<file path="src/rtl/core/mdbu_pkg.sv">
// Shared types and constants for the multiply/divide/BCD unit.
package mdbu_pkg;

  typedef enum logic [1:0] {
    KIND_MUL16  = 2'd0,
    KIND_MUL32  = 2'd1,
    KIND_DIV32  = 2'd2,
    KIND_BCD    = 2'd3
  } kind_t;

  localparam logic [15:0] BCD_LIMIT = 16'd9999;
  localparam int unsigned DIV_BITS = 32;

  typedef struct packed {
    logic [1:0]  kind;
    logic [31:0] operand_a;
    logic [31:0] operand_b;
  } req_t;

  typedef struct packed {
    logic [47:0] main_result;
    logic [31:0] remainder;
    logic        divide_by_zero;
  } rsp_t;

  // Per-stage pipeline state: kind, divisor, partial remainder, dividend/quotient shift word, product and BCD digits.
  typedef struct packed {
    logic [1:0]  kind;
    logic [31:0] divisor;
    logic [32:0] rem;
    logic [31:0] quo;
    logic [47:0] prod;
    logic [15:0] bcd;
  } stg_t;

endpackage

</file>
<file path="src/rtl/core/mdbu_front.sv">
// Entry stage: multiplies, BCD conversion and divider set-up.
module mdbu_front import mdbu_pkg::*; (
  input  req_t req,
  output stg_t stg
);
  logic [15:0] v;
  logic [15:0] r;
  logic [3:0]  d3, d2, d1, d0;
  logic [31:0] lo;
  logic [47:0] p1;

  always_comb begin
    v  = (req.operand_a[15:0] > BCD_LIMIT) ? BCD_LIMIT : req.operand_a[15:0];
    d3 = 4'd0;
    for (int i = 1; i < 10; i++) begin
      if (v >= 16'(i * 1000)) d3 = 4'(i);
    end
    r  = v - 16'(d3) * 16'd1000;
    d2 = 4'd0;
    for (int i = 1; i < 10; i++) begin
      if (r >= 16'(i * 100)) d2 = 4'(i);
    end
    r  = r - 16'(d2) * 16'd100;
    d1 = 4'd0;
    for (int i = 1; i < 10; i++) begin
      if (r >= 16'(i * 10)) d1 = 4'(i);
    end
    r  = r - 16'(d1) * 16'd10;
    d0 = r[3:0];
    lo = 32'(req.operand_a[15:0]) * 32'(req.operand_b[15:0]);
    p1 = 48'(req.operand_a) * 48'(req.operand_b[15:0]);
    stg.kind    = req.kind;
    stg.divisor = req.operand_b;
    stg.rem     = '0;
    stg.quo     = req.operand_a;
    stg.prod    = (req.kind == KIND_MUL16) ? 48'(lo) : p1;
    stg.bcd     = {d3, d2, d1, d0};
  end
endmodule

</file>
<file path="config.mk">
export PLATFORM = sky130hd
export DESIGN_NAME = mdbu_front
export DESIGN_NICKNAME = d
export VERILOG_FILES = /design/src/rtl/core/mdbu_pkg.sv /design/src/rtl/core/mdbu_front.sv
export SDC_FILE = /design/constraint.sdc
export NUM_CORES = 1
export LEC_CHECK = 0
export BUFFER_PORTS_ARGS = -buffer_cell sky130_fd_sc_hd__buf_2
export CAP_MARGIN = 20
export CORE_MARGIN = 2
export CORE_UTILIZATION = 35
export DETAILED_ROUTE_END_ITERATION = 8
export PLACE_DENSITY_LB_ADDON = 0.1
export SYNTH_ARGS = -nofsm -noshare
export SYNTH_HDL_FRONTEND = slang
export SYNTH_SLANG_ARGS = --single-unit
export TNS_END_PERCENT = 30
</file>
<file path="constraint.sdc">
create_clock -name vclk -period 10.8
set_input_delay 1.08 -clock vclk [all_inputs]
set_output_delay 1.08 -clock vclk [all_outputs]
set_load 0.01 [all_outputs]
</file>
After elaboration in Yosys (flattened, before gate mapping)
Cells that the tools add are included.
{ "op_classes": {"add_sub_neg": 3, "muxes": 29, "n_mul": 5, "reduce_logical": 1, "order_cmp": 28} }
{ "ops": {"columns": ["operator", "n"], "rows": [
  ["two-way mux 4 bit", 24],
  [">= comparator 16 x 10 -> 1 bit (second input constant)", 5],
  [">= comparator 16 x 13 -> 1 bit (second input constant)", 4],
  [">= comparator 16 x 7 -> 1 bit (second input constant)", 4],
  [">= comparator 16 x 6 -> 1 bit (second input constant)", 3],
  [">= comparator 16 x 9 -> 1 bit (second input constant)", 3],
  ["multiplier 32 x 16 -> 48 bit", 1],
  ["two-way mux 48 bit", 1],
  [">= comparator 16 x 12 -> 1 bit (second input constant)", 2],
  [">= comparator 16 x 5 -> 1 bit (second input constant)", 2],
  ["multiplier 16 x 16 -> 32 bit", 1],
  [">= comparator 16 x 11 -> 1 bit (second input constant)", 1],
  [">= comparator 16 x 14 -> 1 bit (second input constant)", 1],
  [">= comparator 16 x 4 -> 1 bit (second input constant)", 1],
  [">= comparator 16 x 8 -> 1 bit (second input constant)", 1],
  ["greater-than comparator 16 x 14 -> 1 bit (second input constant)", 1],
  ["two-way mux 16 bit", 1],
  ["subtractor 16 x 11 -> 16 bit", 1],
  ["subtractor 16 x 14 -> 16 bit", 1],
  ["multiplier 4 x 7 -> 11 bit (second input constant)", 1],
  ["multiplier 4 x 5 -> 9 bit (second input constant)", 1],
  ["multiplier 4 x 3 -> 3 bit (second input constant)", 1],
  ["subtractor 4 bit", 1],
  ["two-way mux 1 bit", 3],
  ["logical NOT 2 bit", 1]
]} }
{ "word_totals": {"reg_bits": 0, "wordCells": 66, "in_bits": 66, "output_inout_bits": 163} }

Longest topological paths before layout
{ "logic_depth": {"depth_word": 38, "ltp_mapped": 48, "depth_no_buf": 47} }

Worst setup path after synthesis
Ideal clock, no wire load.
{ "synth_path": {"path_kind": "input to output", "start": "in req[38] (netlist name)", "end": "out stg[3] (netlist name)", "required_ns": 9.720, "path_stages": 41, "path_buffers": 1, "arrival_ns": 10.449, "path_slack_ns": -0.729, "path_cell_list": "clkbuf_1 nor4_2 o211a_1 nand2_1 o41ai_1 o31a_1 o22ai_1 o31a_1 o21ai_0 o21ai_0 fa_1 inv_1 fa_1 nor2b_1 o21ai_0 nand2b_1 xnor2_1 ha_1 [... 5 more ...] nor4_2 ha_1 inv_1 fa_1 nor3b_1 a221o_1 a21oi_1 o211ai_1 ha_1 or4_1 a311oi_1 o21ai_1 a31oi_1 nand2_1 ha_1 fa_1 xnor2_1 xnor2_1"} }
{ "synth_lines": {"columns": ["element", "line", "rtl"], "rows": [
  ["start, declared", "mdbu_front.sv:3", "input req_t req,"],
  ["end, declared", "mdbu_front.sv:4", "output stg_t stg"]
]} }

==> reports/qor.csv <==
metric;value;unit
ys_seq_area_share;0;%
place_area;0.0239;mm2
n_clock_buffer;0;
syn_avg_cell_area;8.44;um2
synth_top_cell_by_area;fa_1;
num-fill-cells;6431;
grt_pass1_vias;18700;
initial_core_util;35.3;%
synthesis.area;0.0218;mm2
fmax;90.1;MHz
synthDistinctLibCells;89;
ys_top_cells_by_count;506 x inv_1, 467 x fa_1, 426 x nand2_1;
maxCapViolations;0;
pre_cts_ws;-0.525;ns
pin_count;229;
fin_crit;11.09;ns
setup-violations-final;2;
area_growth;11.4;%
slew-limit-headroom;32.2;%
seq_area;0;um2
min_from;req[23];
hold_depth;0;
dieArea;0.0642;mm2
critPathLaunchType;input pin;
hold_path_class;input pin to primary output;
crit_path_frequent_cell;ha_1;
core-area;0.0616;mm2
die_w;253;um
status;finished with violations;
wirelength;67.5;mm
gr-usage-all-layers;21.4;%
layout_setup_ws;-0.293;ns
io_buffers;164;
synth_top_area_share;43.0;%
maxSlewViolCount;0;
critPathRequiredTime;9.72;ns
cpPeakStageDelay;0.54;ns
first_pass_iters;5;
gp_congestion;0.878;
hold_buffers;0;
drive_above_1_share;15.4;%
viasPerCell;4.96;
hold-worst-slack;2.16;ns
min_to;stg[152];
route.detailed.drc;0;
via_count;17700;
endpoint_kind;primary output;
period_share;103;%
path_max_fanout;5;
critical_path_class;input pin to primary output;
dp_hpwl;54.5;mm
yosysWarnings;0;
rows;91;
fin_nets;3490;
antenna_found_initial;4;
grt_overflow;0;
crit_arrival;10.01;ns
rsz0062_at_grt;true;
grt_pass1_wl;107;mm
drt_iter0_markers;941;
postRouteAntennaNets;0;
finalSetupTns;-0.433;ns
yosysMostFrequentCell;inv_1;
grt_max_degree;38;
synthCells;2578;
tightest_slew;1.02;ns
hold_viol;0;
stdcell_area;0.0242;mm2
detail_route.wl_per_cell;18.9;um
fp.dieH;253;um
slowest_stage;fa_1;
seq_cell_count;0;
synth_area_leaders;fa_1 43%, ha_1 12%, inv_1 8.7%, nand2_1 7.3%, and2_1 4.5%;
violations;setup timing;
[layout by cell type (no fill, tap or decap), drive strengths merged, types with 14 or more instances in the layout]
| cell type | count |
|---|---|
| a21o | 34 |
| a21oi | 71 |
| and2 | 156 |
| buf | 337 |
| conb | 33 |
| fa | 467 |
| ha | 215 |
| inv | 507 |
| nand2 | 426 |
| nand3 | 14 |
| nor2 | 74 |
| nor2b | 14 |
| nor3 | 33 |
| o21a | 20 |
| o21ai | 59 |
| xnor2 | 44 |
| xor2 | 27 |
[layout make-up]
class	count	area (um2)	area share (%)
inverters	507	1910	7.87
repair buffers	337	2160	8.91
well taps	837	1050	4.32
multi-input cells	1896	19100	78.9
diodes	3	7.51	0.0310
[worst max path at each step]
stage,startpoint,to,cells past startpoint
5_1_grt,req[38],stg[3],44
4_1_cts,req[40],stg[3],45
6_report,req[40],stg[3],43
3_3_place_gp,req[38],stg[3],43
3_5_place_dp,req[38],stg[3],43
2_1_floorplan,req[38],stg[3],42
[stage by stage]
step,util (%),std cells
floorplan,-,2610
global placement,38.7,3557
detailed placement,38.7,3557
CTS,39.0,3571
global route,39.3,3578
finish,39.3,3580
[what timing repair did]
action | 4_1_cts | 5_1_grt
resized for setup | 8 | 40
setup buffers | 14 | 6
gates cloned | 0 | 0
pin swaps | 20 | 25
setup endpoints to repair | 2 | 7
[per-layer routing]
metal  track usage (%)  part of all wire (%)
met5                 0                     0
met3              1.45                   3.7
met1              29.3                    44
met4              4.21                   2.3
met2              37.3                    50
[kinds of logic after synthesis]
group	share of synthesized area, %
adders and majority gates	55.5
other	0.0172
muxes	0.397
xor gates and xnor gates	3.06
buffers and inverters	14.1
and+or+nand+nor	17.3
AOI/OAI and AO/OA	9.67
[critical path: cells and delay by family]
| family | cells | cell delay, ns |
|---|---|---|
| compound gates | 15 | 2.79 |
| xor+xnor | 3 | 0.40 |
| fa+ha+maj | 9 | 2.84 |
| buf+inv | 6 | 0.74 |
| simple gates | 10 | 2.17 |
