**src/rtl/core/mdbu_pkg.sv**
```systemverilog
// Shared types and constants for the multiply/divide/BCD unit.
package mdbu_pkg;

  typedef enum logic [1:0] {
    KIND_MUL16  = 2'd0,
    KIND_MUL32  = 2'd1,
    KIND_DIV32  = 2'd2,
    KIND_BCD    = 2'd3
  } kind_t;

  localparam logic [15:0] BCD_LIMIT = 16'd9999;
  localparam int unsigned DIV_BITS = 32;

  typedef struct packed {
    logic [1:0]  kind;
    logic [31:0] operand_a;
    logic [31:0] operand_b;
  } req_t;

  typedef struct packed {
    logic [47:0] main_result;
    logic [31:0] remainder;
    logic        divide_by_zero;
  } rsp_t;

  // Per-stage pipeline state: kind, divisor, partial remainder, dividend/quotient shift word, product and BCD digits.
  typedef struct packed {
    logic [1:0]  kind;
    logic [31:0] divisor;
    logic [32:0] rem;
    logic [31:0] quo;
    logic [47:0] prod;
    logic [15:0] bcd;
  } stg_t;

endpackage

```
**src/rtl/core/mdbu_div_step.sv**
```systemverilog
// Restoring divider slice: STEPS quotient bits per pipeline stage.
module mdbu_div_step import mdbu_pkg::*; #(
  parameter int unsigned STEPS = 4
) (
  input  stg_t din,
  output stg_t dout
);
  logic [32:0] rem;
  logic [31:0] quo;
  logic [32:0] t;

  always_comb begin
    rem = din.rem;
    quo = din.quo;
    for (int i = 0; i < STEPS; i++) begin
      t = {rem[31:0], quo[31]};
      quo = {quo[30:0], 1'b0};
      if (t >= {1'b0, din.divisor}) begin
        t = t - {1'b0, din.divisor};
        quo[0] = 1'b1;
      end
      rem = t;
    end
    dout     = din;
    dout.rem = rem;
    dout.quo = quo;
  end
endmodule

```
**config.mk**
```make
export PLATFORM = sky130hd
export DESIGN_NAME = mdbu_div_step
export DESIGN_NICKNAME = d
export VERILOG_FILES = /design/src/rtl/core/mdbu_pkg.sv /design/src/rtl/core/mdbu_div_step.sv
export SDC_FILE = /design/constraint.sdc
export NUM_CORES = 1
export LEC_CHECK = 0
export BUFFER_PORTS_ARGS = -buffer_cell sky130_fd_sc_hd__clkbuf_2
export CAP_MARGIN = 25
export CORE_UTILIZATION = 49
export DETAILED_ROUTE_END_ITERATION = 6
export PLACE_DENSITY = 0.9
export SLEW_MARGIN = 20
export SYNTH_ARGS = -nofsm -noshare
export SYNTH_HDL_FRONTEND = slang
export SYNTH_SLANG_ARGS = --single-unit
```
**constraint.sdc**
```tcl
create_clock -name vclk -period 27.7
set_clock_uncertainty 0.15 [all_clocks]
set_input_delay 8.31 -clock vclk [all_inputs]
set_output_delay 8.31 -clock vclk [all_outputs]
set_load 0.02 [all_outputs]
```
* After elaboration in Yosys (flattened, before gate mapping)
Cells that the tools add are included.
Word-level totals: flip-flop bits (word level) 0, input port bits 163, output and inout port bits 163
Operators by class: add/subtract/negate cells 4, $lt $le $gt $ge 4, muxes and demuxes 8
Operators with widths (count):
- 33-bit by 32-bit greater-or-equal comparator with 1-bit output | 4
- 32-bit 2-to-1 mux | 3
- 32-bit subtractor | 3
- 33-bit 2-to-1 mux | 1
- 33-bit by 32-bit subtractor with 33-bit output | 1
- 1-bit 2-to-1 mux | 4

* Logic depth before layout (Yosys ltp)
Gate-level depths: netlist of run 1.
depth after elaboration 8, depth in mapped cells 54, mapped depth without buffers 46

* Worst setup path after synthesis of run 1
No wires, ideal clock.
path type input to output, start point input port din[147] (netlist name), end point output port dout[105] (netlist name), data arrival time 19.028 ns, data required time 19.240 ns, slack 0.212 ns, stages on the path 48, cells stage by stage inv_1 > ha_1 > clkbuf_1 > and3_1 > a31oi_1 > o31ai_1 > o21ai_1 > nand2_2 > buf_1 > clkbuf_1 > mux2_2 > ha_1 > and3_1 > nand3_1 > a211o_1 > a31oi_4 > a21oi_2 > o211ai_1 > [... 12 more ...] > a41oi_1 > o21a_1 > buf_4 > inv_2 > buf_4 > buf_6 > mux2_2 > ha_1 > a21o_1 > or4b_2 > o21ai_0 > a22oi_1 > a2111oi_0 > o21a_1 > o211a_1 > buf_6 > buf_6 > mux2i_1
RTL lines:
- start: declaration | line mdbu_div_step.sv:5 | input stg_t din,
- end: declaration | line mdbu_div_step.sv:6 | output stg_t dout

==> flow_results.org, run 1 <==
** Cells and area
- Layout sequential cell count :: 0
- Antenna cells :: 0
- Final net count :: approximately 1600
- Fraction of layout cells with a size suffix above 1 :: approximately 23%
- Summing all flip-flop and latch instances after layout gives 0 sq um.
- Number of clock buffers in the layout :: 0
- Multi-input gate area in the final layout :: 8029 sq um
- The area growth from synthesis to layout is 3.397%.
- After filler insertion, the fill cell instance count of the layout stands at between 1500 and 2000.
- Final core occ :: 51.68%

** Synth
- Number of standard cells after synthesis :: around 1300
- Synth Net Count :: 1581
- By count the netlist is led by 128 x sky130_fd_sc_hd__buf_4, 128 x sky130_fd_sc_hd__ha_1, 110 x sky130_fd_sc_hd__a21oi_1, 79 x sky130_fd_sc_hd__inv_1.
- A synthesized cell averages 7.245 sq um.
- Ranked by total cell area, the synthesized netlist is headed by sky130_fd_sc_hd__ha_1 17%, sky130_fd_sc_hd__buf_4 10%, sky130_fd_sc_hd__mux2_2 6.3%.
- The synthesized netlist devotes 28.41% of its cell area to compound gates.
- Adder-cell share of the synthesized area :: 18.05%
- Synthesized-area fraction occupied by xor and xnor cells :: 9.306%
- Area share of the largest cell type after synthesis :: between 10% and 20%
- Unique masters post-synth :: 70
- Portion of the post-synthesis area used by sequential elements :: 0%
- After synthesis, the largest family of logic cells by area is compound AO/OA/AOI/OAI gates.
- Simple-Gate Fraction of Synth Area :: between 10% and 20%
- Synthesis warning total :: 0
- The mapped netlist covers 9318 sq um.
- Mux cell area share after synthesis :: between 10% and 20%
- Biggest area consumer among synthesized cells :: sky130_fd_sc_hd__ha_1

** Die
- Core Box Area :: 18640 sq um
- Starting density of the core :: between 40% and 50%
- From left edge to right edge, the die measures 139.9 um.
- In this run the core area contains 50 standard-cell rows.
- Die area :: 19570 sq um
- Top Ports :: 326
- The die is about 140 um tall.

** Critical path
- The critical path runs through a total of between 40 and 50 cells.
- STA puts the critical path data arrival time at 18.89 ns.
- Counting both buffers and inverters, the worst setup path holds a total of 10.
- STA puts the critical path data required time at 19.24 ns.
- STA classifies the critical path endpoint as a primary output.
- For this run, the slowest stage of the critical path takes 0.67 ns.
- Category of cells accounting for the largest share of critical-path delay :: compound AO/OA/AOI/OAI gates
- CP max stage cell :: sky130_fd_sc_hd__or4b_2
- Worst setup path class :: primary input to primary output
- Startpoint class of the critical path :: primary input
- Of all nets on the critical path, the largest fanout is 32.

** STA
- The hold violation count in the final report is 0.
- Total of endpoints with negative setup slack in the final report :: 0
- Max-slew violation count :: 0
- For the pin with the worst max-slew slack, the measured transition is 0.5996 ns.
- Share of the cycle needed by the critical path after routing :: a little over nine tenths
- Setup TNS :: 0 ns
- Final worst slack :: roughly 0.35 ns
- Top achievable clock speed :: 36.57 MHz
- The worst pin sits at a relative slew slack of 59.60%.
- Counting I/O delays and the setup requirement, the final critical path takes 27.35 ns.

** GRT
- Pin count of the biggest net entering global routing :: 33
- First-pass GRT wire length :: 43390 um
- The via count of the first global-routing pass came to just under 9000.
- The number of antenna violations at the first check in global routing was 0.
- Global routing used 26.84% of the available tracks across all layers.
- Total overflow reported by the global router :: 0

** Placed design
- Port-buffer cells :: 137
- Half-perimeter wire length after placement :: around 23000 um
- GP Congestion :: 0.9741
- OpenSTA, run right after detailed placement, puts the worst setup slack at -0.1749 ns.

** Status
- The run finished with clean final reports.

** Run
- Max-cap violations in this run came to 0.

** Route
- For this run, the detailed router's first-pass iteration total came to 6.
- DR iter-0 viols :: between 800 and 900
- In the final routed layout, each cell accounts on average for between 15 and 20 um.
- The final layout contains routed wiring with a total length of roughly 28000 um.
- Once detail routing completed, the nets flagged for antenna violations numbered 0.
- After detailed routing, the number of vias per cell comes to ~6.3.
- In the routed design, unresolved DRC markers number 0.
- Number of vias in the routed layout :: around 9700

** Hold path
- In this run the worst hold path is classified as primary input to primary output.
- Counting instances, the worst hold path has a depth of 0.
-- through the flow --
step,cells,hold slack [ns],instance area [sq um]
after CTS,1530,16.47,9462
after global routing,1532,16.47,9634
after detailed placement,1530,16.47,9450
after floorplan,1286,16.58,9318
after global placement,1530,16.47,9450
final,1532,16.47,9634
-- cell families (layout without fill, tap and decap cells) --
| family | count (synthesis) | count (layout) |
|---|---|---|
| simple gates | 318 | 318 |
| fa+ha+maj | 132 | 132 |
| mux | 91 | 91 |
| compound gates | 403 | 403 |
| xor+xnor | 99 | 99 |
| buf+inv | 243 | 255 |
-- final cells by class --
type | count | share of cell area [%]
inverter | 81 | 3.156
tap | 234 | 3.039
timing repair buffer | 174 | 10.47
multi-input combinational | 1043 | 83.34
-- routing by layer --
layer / vias up / global-route usage [%] / routed length (um)
li1: 4602 / - / -
met1: 4545 / 35.66 / 12120
met2: 468 / 44.68 / 12740
met3: 82 / 2.564 / 2031
met4: 0 / 10.29 / 1030
met5: - / 0 / 0
-- final timing paths --
check	start	end	slack, ns
setup / recovery	din[147]	dout[117]	0.35
hold / removal	din[14]	dout[14]	16.47
-- layout by cell type, fill, tap and decap left out, drive strengths merged, types with 10 or more instances in the layout --
cell / Yosys / routed
nor2: 77 / 77
o21a: 25 / 25
a21oi: 112 / 112
o211ai: 10 / 10
buf: 141 / 37
inv: 81 / 81
mux2: 79 / 79
a21o: 60 / 60
nand3: 23 / 23
xor2: 33 / 33
nor3: 27 / 27
a211oi: 14 / 14
o21bai: 14 / 14
mux2i: 12 / 12
nand2b: 21 / 21
clkbuf: 21 / 137
nand2: 76 / 76
xnor2: 66 / 66
ha: 128 / 128
and3: 19 / 19
nand4: 23 / 23
a31oi: 17 / 17
nor2b: 18 / 18
o21ai: 79 / 79
-- what timing repair did --
item / CTS / global route
gates cloned: 0 / 0
gates resized for setup: 4 / 41
pin swaps: 0 / 3
endpoints found under the setup margin: 31 / 34
endpoints found under the hold margin: 0 / 0
setup buffers: 0 / 2
hold buffers: 0 / 0
Power of run 1 is not shown: default switching activity piles up to over one toggle a cycle in this logic, so the estimate is an artifact.
==> run 2, diff against run 1 <==
--- a/config.mk
+++ b/config.mk
@@ -7,9 +7,9 @@
 export LEC_CHECK = 0
 export BUFFER_PORTS_ARGS = -buffer_cell sky130_fd_sc_hd__clkbuf_2
 export CAP_MARGIN = 25
-export CORE_UTILIZATION = 49
+export CORE_UTILIZATION = 54
 export DETAILED_ROUTE_END_ITERATION = 6
-export PLACE_DENSITY = 0.9
+export PLACE_DENSITY = 0.93
 export SLEW_MARGIN = 20
 export SYNTH_ARGS = -nofsm -noshare
 export SYNTH_HDL_FRONTEND = slang
==> constraint.sdc (replaced) <==
create_clock -name vclk -period 27.3
set_clock_uncertainty 0.15 [all_clocks]
set_input_delay 8.19 -clock vclk [all_inputs]
set_output_delay 8.19 -clock vclk [all_outputs]
set_load 0.02 [all_outputs]
==> run 2 against run 1 <==
  * Final cell count increased by 0.52%
  * Utilization is 7.5 points higher
  * First-iteration DRC count rose by 43%
  * Hold slack got worse by 0.24 ns
  * Critical path depth decreased by 2
  * Sequential share of layout area unchanged
  * Routed wire length increased by 5.4%
  * Global-route usage increased by 3.1 points
  * Die area is 9.1% lower
  * Flip-flop and latch count unchanged
  * Critical endpoint is now dout[98]
  * Largest cell class unchanged
==> flow_results.org, run 2 (same netlist as run 1, synthesis figures left out) <==
** GRT
- Pin count of the biggest net entering global routing :: 20
- For this run, global-route usage on met1 was measured as 38.10%.
- For met2 alone, demand over resource in global routing was 49.05%.
- The via count of the first global-routing pass is around 9300.
- Global-route usage over all layers :: 29.90%
- GR Util met3 :: 5.365%
- Initial antenna violation count :: 0
- Total overflow reported by the global router :: 0
- The layer flagged by global routing as most heavily used is met2.
- First-pass GRT wire length :: 44190 um

** Critical path
- Startpoint class of the critical path :: primary input
- Required time worst endpoint :: 18.96 ns
- Worst setup path class :: primary input to primary output
- In this design, the stage delay of the slowest critical-path cell is about 0.67 ns.
- Critical path endpoint category :: primary output
- CP max stage cell :: sky130_fd_sc_hd__or4b_2
- Along the worst path, the maximum fanout reaches 14.
- Data arrival time at the worst-slack endpoint :: 18.77 ns

** Route
- WL/cell :: around 19 um
- Total wire length after detailed routing :: 29420 um
- DR iter-0 viols :: 1271
- In the routed design, unresolved DRC markers number 0.
- Count of TritonRoute iterations in the first routing pass :: 6
- In the routed layout, each cell is associated on average with a via count of 6.651.
- DRT antenna net count :: 0
- Detailed routing inserted a total of 10240 vias.

** Cells and area
- At the end of the flow, the number of nets in the layout was 1617.
- Counting the clock-network buffers in the layout gives 0.
- Antenna cells :: 0
- The sequential cells in the finished layout cover a total of 0 sq um.
- From synthesis to final layout, the design area changed by 6.016%.
- Leading cell types in the layout, fill and taps excluded :: 137 x sky130_fd_sc_hd__clkbuf_2, 120 x sky130_fd_sc_hd__ha_1, 101 x sky130_fd_sc_hd__a21oi_1
- Fraction of layout cells with a size suffix above 1 :: 25.08%
- Leaving out fill and tap cells, the most frequent cell in the layout is sky130_fd_sc_hd__clkbuf_2.
- Layout sequential cell count :: 0

** STA
- Timing would allow up to 36.89 MHz.
- After routing, the total negative slack on setup checks comes to 0 ns.
- Share of the cycle needed by the critical path after routing :: between 90% and 100%
- Measured against its own limit, the worst slew margin works out to about three fifths.
- Total of endpoints with negative setup slack in the final report :: 0
- Count of endpoints failing hold in the final timing report :: 0
- Max-slew violation count :: 0
- For the pin with the worst max-slew slack, the measured transition is 0.5692 ns.
- After layout, the minimum clock period comes to 27.11 ns.

** Clock tree
- Hold buffer count at CTS :: 0

** Die
- The die is approximately 130 um wide.
- The die covers 17780 sq um.
- The region available for standard cell placement spans 16700 sq um.
- For this design the top-level I/O count stands at 326.
- After floorplanning, the core was divided into 47 placement rows.
- Starting density of the core :: 55.79%
- From bottom edge to top edge, the die measures 133.4 um.

** Placed design
- Port-buffer cells :: 137
- Detailed placement finished with a half-perimeter wire length of approximately 24000 um.
- At the end of routability-driven placement, the weighted congestion stood at 0.9717.

** Run
- The tool flagged a number of max-cap violations equal to 0.

** Status
- The run finished with clean final reports.

** Hold path
- Type of the most critical hold path :: primary input to primary output
-- run 2: metrics by stage --
step                      hold WS [ns]  worst slack, ns  util (%)  area (sq um)  cells
after global routing             16.23         -0.07182     59.15          9878   1540
after detailed placement         16.23          -0.2663     57.11          9538   1530
final                            16.23           0.1927     59.15          9878   1540
after global placement           16.23          0.06133     57.11          9538   1530
after CTS                        16.23          0.02666     57.27          9564   1531
after floorplan                  16.34          0.05244         -          9318   1286
-- run 2: repair_timing --
| action | in CTS | in global routing |
|---|---|---|
| gates resized for setup | 5 | 54 |
| pin swaps | 1 | 9 |
| setup buffers | 1 | 8 |
| endpoints found under the setup margin | 33 | 34 |
| cloned | 0 | 1 |
-- run 2: final timing paths --
kind                 start        to  slack [ns]  cells after the start
setup / recovery  din[136]  dout[98]        0.19                     46
hold / removal     din[14]  dout[14]       16.23                      0
-- run 2: routing by layer --
| layer | routed length (um) | vias up | share of wire, % |
|---|---|---|---|
| li1 | - | 4663 | - |
| met2 | 13060 | 744 | 44 |
| met3 | 3261 | 151 | 11 |
| met1 | 11640 | 4685 | 40 |
| met4 | 1459 | 0 | 5.0 |
| met5 | 0 | - | 0 |
-- run 2: layout make-up --
cell class / count / area, sq um
well taps: 220 / 275.3
multi-input cells: 1043 / 8100
repair buffers: 196 / 1199
fillers: 1374 / 6823
inverters: 81 / 304.0
-- run 2: critical path, delay by kind of cell --
| kind | cells | cell delay (ns) |
|---|---|---|
| multiplexers | 4 | 1.44 |
| AND/OR/NAND/NOR | 7 | 1.67 |
| buffers and inverters | 10 | 1.56 |
| AO/OA/AOI/OAI | 21 | 4.47 |
| adder cells (fa/ha/maj) | 4 | 1.43 |
Power of run 2 is left out for the same reason.
